File: src/lfc_pkg.sv
// Package: payload types, constants and helpers for the log float converter.
`default_nettype none
package lfc_pkg;

  typedef enum logic {
    ACT_DECODE = 1'b0,
    ACT_ENCODE = 1'b1
  } action_t;

  typedef struct packed {
    logic        action;
    logic [63:0] operand_bits;
  } in_item_t;

  typedef struct packed {
    logic [63:0] result_bits;
    logic        overflow_flag;
    logic        underflow_flag;
  } out_item_t;

  localparam logic [31:0] LW_ZERO_WORD = 32'h4000_0000;
  localparam logic [31:0] LW_NEG_SAT   = 32'hFFC0_0000;
  localparam logic [31:0] LW_POS_SAT   = 32'h7FFF_FFFF;
  localparam int          LW_NEG_BIAS  = 104;
  localparam int          LW_POS_BIAS  = 151;

  // Stage 1 to stage 2 working set.
  typedef struct packed {
    logic        act;
    logic        neg;
    // decode
    logic [23:0] mag;
    logic [9:0]  scale;   // signed
    // encode
    logic        done;    // special result already known
    logic [31:0] word;
    logic        ovf;
    logic        unf;
    logic [52:0] mant;
    logic [5:0]  shift;
    logic [7:0]  expf;
  } s1_t;

  // Stage 2 to stage 3 working set.
  typedef struct packed {
    logic        act;
    logic        neg;
    logic        zero;
    logic [23:0] mag;
    logic [4:0]  top;
    logic [9:0]  scale;
    logic [31:0] word;
    logic        ovf;
    logic        unf;
  } s2_t;

  // Index of the highest set bit of a 24-bit value.
  function automatic logic [4:0] lead_one(input logic [23:0] v);
    logic [4:0] r;
    r = '0;
    for (int i = 0; i < 24; i++) begin
      if (v[i]) r = 5'(i);
    end
    return r;
  endfunction

endpackage
`default_nettype wire

File: src/lfc_unpack.sv
// Stage 1: field split, special-case classification and shift setup.
`default_nettype none
module lfc_unpack (
  input  wire logic              clk,
  input  wire logic              rst_n,
  input  wire logic              in_v,
  input  wire lfc_pkg::in_item_t in_d,
  output logic                   s1_v_r,
  output lfc_pkg::s1_t           s1_r
);
  import lfc_pkg::*;

  s1_t        s1_nxt;
  logic [31:0] w;
  logic [7:0]  ef8;
  logic [10:0] ef;
  logic [51:0] mf;
  logic signed [11:0] e;

  always_comb begin
    w   = in_d.operand_bits[31:0];
    ef8 = w[30:23];
    ef  = in_d.operand_bits[62:52];
    mf  = in_d.operand_bits[51:0];
    e   = $signed({1'b0, ef}) - 12'sd1022;
    s1_nxt       = '0;
    s1_nxt.act   = in_d.action;
    s1_nxt.mant  = {1'b1, mf};
    if (in_d.action == ACT_DECODE) begin
      s1_nxt.neg = w[31];
      if (w[31]) begin
        s1_nxt.mag   = 24'h80_0000 - {1'b0, w[22:0]};
        s1_nxt.scale = 10'(LW_NEG_BIAS) - {2'b0, ef8};
      end else begin
        s1_nxt.mag   = {1'b0, w[22:0]};
        s1_nxt.scale = {2'b0, ef8} - 10'(LW_POS_BIAS);
      end
    end else begin
      s1_nxt.neg   = in_d.operand_bits[63];
      s1_nxt.shift = 6'd30;
      if (ef == 11'h7FF) begin
        s1_nxt.done = 1'b1;
        s1_nxt.ovf  = 1'b1;
        s1_nxt.word = (mf == '0 && in_d.operand_bits[63]) ? LW_NEG_SAT : LW_POS_SAT;
      end else if (ef == '0) begin
        s1_nxt.done = 1'b1;
        s1_nxt.unf  = (mf != '0);
        s1_nxt.word = LW_ZERO_WORD;
      end else if (e <= -12'sd151) begin
        s1_nxt.done = 1'b1;
        s1_nxt.unf  = 1'b1;
        s1_nxt.word = LW_ZERO_WORD;
      end else if (e > 12'sd127) begin
        s1_nxt.done = 1'b1;
        s1_nxt.ovf  = 1'b1;
        s1_nxt.word = in_d.operand_bits[63] ? LW_NEG_SAT : LW_POS_SAT;
      end else if (e < -12'sd128) begin
        s1_nxt.shift = 6'(12'sd30 - 12'sd128 - e);
        s1_nxt.expf  = in_d.operand_bits[63] ? 8'd255 : 8'd0;
      end else begin
        s1_nxt.expf = in_d.operand_bits[63] ? 8'(12'sd127 - e) : 8'(e + 12'sd128);
      end
    end
  end

  always_ff @(posedge clk) begin
    if (!rst_n) s1_v_r <= 1'b0;
    else        s1_v_r <= in_v;
    s1_r <= s1_nxt;
  end
endmodule
`default_nettype wire

File: src/lfc_align.sv
// Stage 2: encode fraction shift and negate, decode leading-one search.
`default_nettype none
module lfc_align (
  input  wire logic         clk,
  input  wire logic         rst_n,
  input  wire logic         s1_v,
  input  wire lfc_pkg::s1_t s1,
  output logic              s2_v_r,
  output lfc_pkg::s2_t      s2_r
);
  import lfc_pkg::*;

  s2_t         s2_nxt;
  logic [22:0] sh;
  logic [22:0] q;

  always_comb begin
    sh = 23'(s1.mant >> s1.shift);
    q  = s1.neg ? 23'(23'd0 - sh) : sh;
    s2_nxt       = '0;
    s2_nxt.act   = s1.act;
    s2_nxt.neg   = s1.neg;
    s2_nxt.mag   = s1.mag;
    s2_nxt.zero  = (s1.mag == '0);
    s2_nxt.top   = lead_one(s1.mag);
    s2_nxt.scale = s1.scale;
    s2_nxt.ovf   = s1.ovf;
    s2_nxt.unf   = s1.unf;
    s2_nxt.word  = s1.done ? s1.word : {s1.neg, s1.expf, q};
  end

  always_ff @(posedge clk) begin
    if (!rst_n) s2_v_r <= 1'b0;
    else        s2_v_r <= s1_v;
    s2_r <= s2_nxt;
  end
endmodule
`default_nettype wire

File: src/lfc_pack.sv
// Stage 3: binary64 assembly for decode and result selection.
`default_nettype none
module lfc_pack (
  input  wire logic               clk,
  input  wire logic               rst_n,
  input  wire logic               s2_v,
  input  wire lfc_pkg::s2_t       s2,
  output logic                    out_v_r,
  output lfc_pkg::out_item_t      out_r
);
  import lfc_pkg::*;

  out_item_t   out_nxt;
  logic [10:0] bexp;
  logic [51:0] norm;

  always_comb begin
    bexp = 11'($signed({{1{s2.scale[9]}}, s2.scale}) + $signed({6'b0, s2.top}) + 11'sd1023);
    norm = 52'({28'b0, s2.mag} << (6'd52 - {1'b0, s2.top}));
    out_nxt = '0;
    if (s2.act == ACT_DECODE) begin
      out_nxt.result_bits = s2.zero ? 64'd0 : {s2.neg, bexp, norm};
    end else begin
      out_nxt.result_bits    = {32'd0, s2.word};
      out_nxt.overflow_flag  = s2.ovf;
      out_nxt.underflow_flag = s2.unf;
    end
  end

  always_ff @(posedge clk) begin
    if (!rst_n) out_v_r <= 1'b0;
    else        out_v_r <= s2_v;
    out_r <= out_nxt;
  end
endmodule
`default_nettype wire

File: src/lis_float32_convert_unit.sv
// Top level: three-stage log float <-> binary64 converter.
// Path: start is registered through the unpack, align and pack stage registers to out_valid.
// Throughput: one item per cycle; busy is tied low since no stage ever holds.
// Stages: unpack/classify, fraction shift and leading-one search, pack.
// Reset: synchronous active-low rst_n clears all stage valid bits.
// The receiver cannot stall; each result shows for exactly one cycle.
`default_nettype none
module lis_float32_convert_unit (
  input  wire logic               clk,
  input  wire logic               rst_n,
  input  wire logic               start,
  output logic                    busy,
  input  wire lfc_pkg::in_item_t  in_item,
  output logic                    out_valid,
  output lfc_pkg::out_item_t      out_item
);
  import lfc_pkg::*;

  logic s1_v, s2_v;
  s1_t  s1;
  s2_t  s2;

  // Every stage advances each cycle, so intake never stops.
  assign busy = 1'b0;

  lfc_unpack u_unpack (.clk, .rst_n, .in_v(start & ~busy), .in_d(in_item),
                       .s1_v_r(s1_v), .s1_r(s1));
  lfc_align  u_align  (.clk, .rst_n, .s1_v(s1_v), .s1(s1), .s2_v_r(s2_v), .s2_r(s2));
  lfc_pack   u_pack   (.clk, .rst_n, .s2_v(s2_v), .s2(s2), .out_v_r(out_valid),
                       .out_r(out_item));
endmodule
`default_nettype wire

File: config.mk
export PLATFORM = sky130hd
export DESIGN_NAME = lis_float32_convert_unit
export DESIGN_NICKNAME = d
export VERILOG_FILES = /design/src/lfc_pkg.sv /design/src/lfc_unpack.sv /design/src/lfc_align.sv /design/src/lfc_pack.sv /design/src/lis_float32_convert_unit.sv
export SDC_FILE = /design/constraint.sdc
export NUM_CORES = 1
export LEC_CHECK = 0
export BUFFER_PORTS_ARGS = -buffer_cell sky130_fd_sc_hd__buf_2
export CAP_MARGIN = 20
export CORE_MARGIN = 4
export CORE_UTILIZATION = 60
export DETAILED_ROUTE_END_ITERATION = 8
export MAX_ROUTING_LAYER = met4
export PLACE_DENSITY = 0.85
export SYNTH_ARGS = -nofsm -noshare
export SYNTH_HDL_FRONTEND = slang
export SYNTH_SLANG_ARGS = --single-unit
File: constraint.sdc
create_clock -name clk -period 4.9 [get_ports clk]
set_clock_uncertainty 0.2 [all_clocks]
set_input_delay 0.49 -clock clk [delete_from_list [all_inputs] [get_ports clk]]
set_output_delay 0.49 -clock clk [all_outputs]
set_load 0.005 [all_outputs]
==> results.yml <==
timing:
  drv_slew: 0
  worst_slack_ps: 660.5
  setup_viol_count_final: 0
  fin_crit_ps: 4240
  slew_headroom_pct: 31.02
  max_freq_mhz: 235.9
  min_period_over_period_pct: 86.52
  tns_ps: 0
  finalHoldViolCount: 0
  worst_slew_pin_slew_ps: 1027
  rsz0062_at_grt: "false"
synth:
  synth-seq-cells: 250
  synth_cell_type_count: 85
  syn_area_mm2: 0.01365
  syn-num-nets: 1550
  syn_inst: 1456
  postSynthAreaPerCell_um2: 9.376
  synth-edff-count: 0
  synth-seq-area-share_pct: 36.66
  async_flop_share_pct: 0
  ys_warn_count: 0
  synth-main-ff-cell: "dfxtp_1"
clock_tree:
  cts_setup_buffers: 0
  htree_num_levels: 1
  cts_hold_buf: 54
  tritoncts: "yes"
  clk_latency_ps: 530
  cts_buffers: 25
  cts.repair.resized: 0
  cts.sinks: 250
  root_buffer: "clkbuf_16"
  path_clk_slew_ps: 60
  cts_buffer_depth: 3
route:
  wl_per_cell_um: 22.10
  first_pass_iters: 6
  drc: 0
  highest_layer: "met4"
  dr_wl_met2_mm: 20.20
  postRouteAntennaNets: 0
  met3_length_mm: 3.169
  via_count: 12210
  first_iter_violations: 1471
  vias_per_cell: 6.397
  wl_met1_mm: 17.06
  routed_wl_mm: 42.18
pwr:
  p_leak_nw: 6.527
  pwr_density_cell_mw_per_mm2: 404.4
  ir_drop_uv: 368.6
critical_path:
  crit_fanout: 40
  crit_start: "u_unpack.s1_r[8]"
  crit_required_ps: 5090
  crit_arrival_ps: 4430
  crit_type: "reg2reg"
  crit_path_start_kind: "register"
  cp-end-kind: "register"
  r2r_start: "u_unpack.s1_r[8]"
cells_and_area:
  area_growth_pct: 15.91
  drive_gt1_share_pct: 20.34
  multiInputGateArea_mm2: 0.008006
  seq_area_mm2: 0.005010
  nets: 1704
  fillers: 1612
global_route:
  antenna_found_initial: 1
  grt_max_degree: 41
  grt_pass1_wl_mm: 65.98
  grt_pass1_vias: 11650
  overflow: 0
  grt_usage_pct: 32.98
floorplan:
  die_y_um: 158.8
  start_util_pct: 61.79
  core_mm2: 0.02209
  rows: 54
  die_area_mm2: 0.02523
  io-pin-count: 136
  die-width_um: 158.8
hold_path:
  hold_class: "reg2reg"
  holdCritStartpoint: "u_unpack.s1_r[106]"
place:
  pre_cts_ws_ps: 732.9
  gp_congestion: 0.9990
  hpwl_mm: 30.38
  port_buffers: 134
run_status:
  status: "finished, final reports clean"
job:
  max-cap-violations: 0
cell usage in the layout, fill, tap and decap left out, types with 15 or more instances in the layout:
master / n
xor2_1: 35
nor3_1: 29
dfxtp_1: 248
a21oi_1: 52
nor2_1: 158
nand3_1: 18
mux4_2: 60
o31ai_1: 16
dlygate4sd3_1: 54
inv_1: 55
nand2_1: 141
nand2b_1: 15
buf_4: 23
ha_1: 25
o22ai_1: 22
a22oi_1: 24
o21ai_0: 76
buf_2: 134
xnor2_1: 33
mux2i_1: 75
mux2_2: 42
clkbuf_16: 25
and2_1: 24
critical path: stages (launching register included):
cell and delay [ps]:
dfxtp_4 770, buf_4 310, mux2_2 380, mux4_2 500
nand2b_1 200, a41o_1 280, o22ai_1 230, nand4_1 450
o41ai_2 530, xnor2_1 170, o21ai_1 70
through the flow:
step	std cells	util, %	hold WS [ps]	cell area, um2	power [mW]
after CTS	1906	71.49	126.2	15790	6.345
after floorplan	1456	-	109.6	13650	3.837
final	1908	71.62	126.0	15820	6.400
after global placement	1808	65.47	111.8	14460	4.465
after detailed placement	1808	65.47	112.8	14460	4.504
after global routing	1908	71.62	133.0	15820	6.686
cells in the mapped netlist, types with 6 or more instances:
cell type	count	share of area, %
xor2_1	36	2.3
nor2b_1	14	0.64
a31oi_1	9	0.41
o21a_1	8	0.44
nor3_1	29	1.1
or2_2	8	0.37
nand3_1	18	0.66
buf_2	8	0.29
nand4_1	7	0.32
and2_1	24	1.1
buf_6	7	0.58
a21oi_1	52	1.9
nand2_1	141	3.9
o21ai_0	76	2.8
a211oi_1	13	0.71
a221oi_1	6	0.38
buf_1	9	0.25
a22oi_1	24	1.3
mux4_2	60	9.9
o31ai_1	16	0.88
nand2b_1	15	0.69
o21bai_1	6	0.33
dfxtp_1	250	37
nor2_1	158	4.3
or3_1	7	0.32
xnor2_1	35	2.2
nor4_1	14	0.64
o21ai_1	7	0.26
inv_1	55	1.5
clkbuf_1	57	1.6
a22o_1	11	0.71
o22ai_1	22	1.0
and3_1	10	0.46
a21o_1	6	0.33
mux2_2	42	3.5
mux2i_1	75	5.5
or4_1	8	0.44
o211ai_1	7	0.38
ha_1	25	2.3
flip-flops by register name (all words and copies together) (netlist names):
name,cells
u_pack.out_v_r,1
u_align.s2_r,75
u_unpack.s1_v_r,1
u_align.s2_v_r,1
u_unpack.s1_r,106
u_pack.out_r,66
where the power goes:
group          internal [mW]  switching (mW)  leakage, nW
Clock                   1.05           0.785        0.380
Combinational          0.867            1.26         4.06
Sequential              2.29           0.147         2.08
routing by layer:
metal	track usage [%]	vias to the layer above
li1	-	5584
met1	42.75	5799
met2	53.34	700
met3	4.484	122
met4	12.15	0
met5	-	-
cell type report:
class / count / area share, %
Inverter: 57 / 1.352
Multi-Input combinational cell: 1062 / 50.60
Clock buffer: 33 / 4.396
Timing Repair Buffer: 214 / 9.172
Clock inverter: 11 / 0.5930
Tap cell: 280 / 2.214
Antenna cell: 1 / 0.01581
Sequential cell: 250 / 31.66
logic make-up (layout without fill, tap and decap cells):
group           after synthesis  in the layout  synth area share, %
compound gates              312            312                15.53
flops                       250            250                36.66
mux                         181            181                19.63
simple gates                471            471                16.30
fa+ha+maj                    26             26                2.438
buf+inv                     144            315                4.858
other cells                   1              2              0.02747
xor+xnor                     71             71                4.555
path summary, 6_finish.rpt:
kind | to | slack [ps] | cells after the start
setup / recovery | u_align.s2_r[22] | 660 | 10
hold / removal | u_align.s2_r[38] | 130 | 0
setup reg to reg | u_align.s2_r[22] | 660 | 10
hold reg to reg | u_align.s2_r[38] | 130 | 0
No activity file was read; power rests on OpenSTA's default activity.
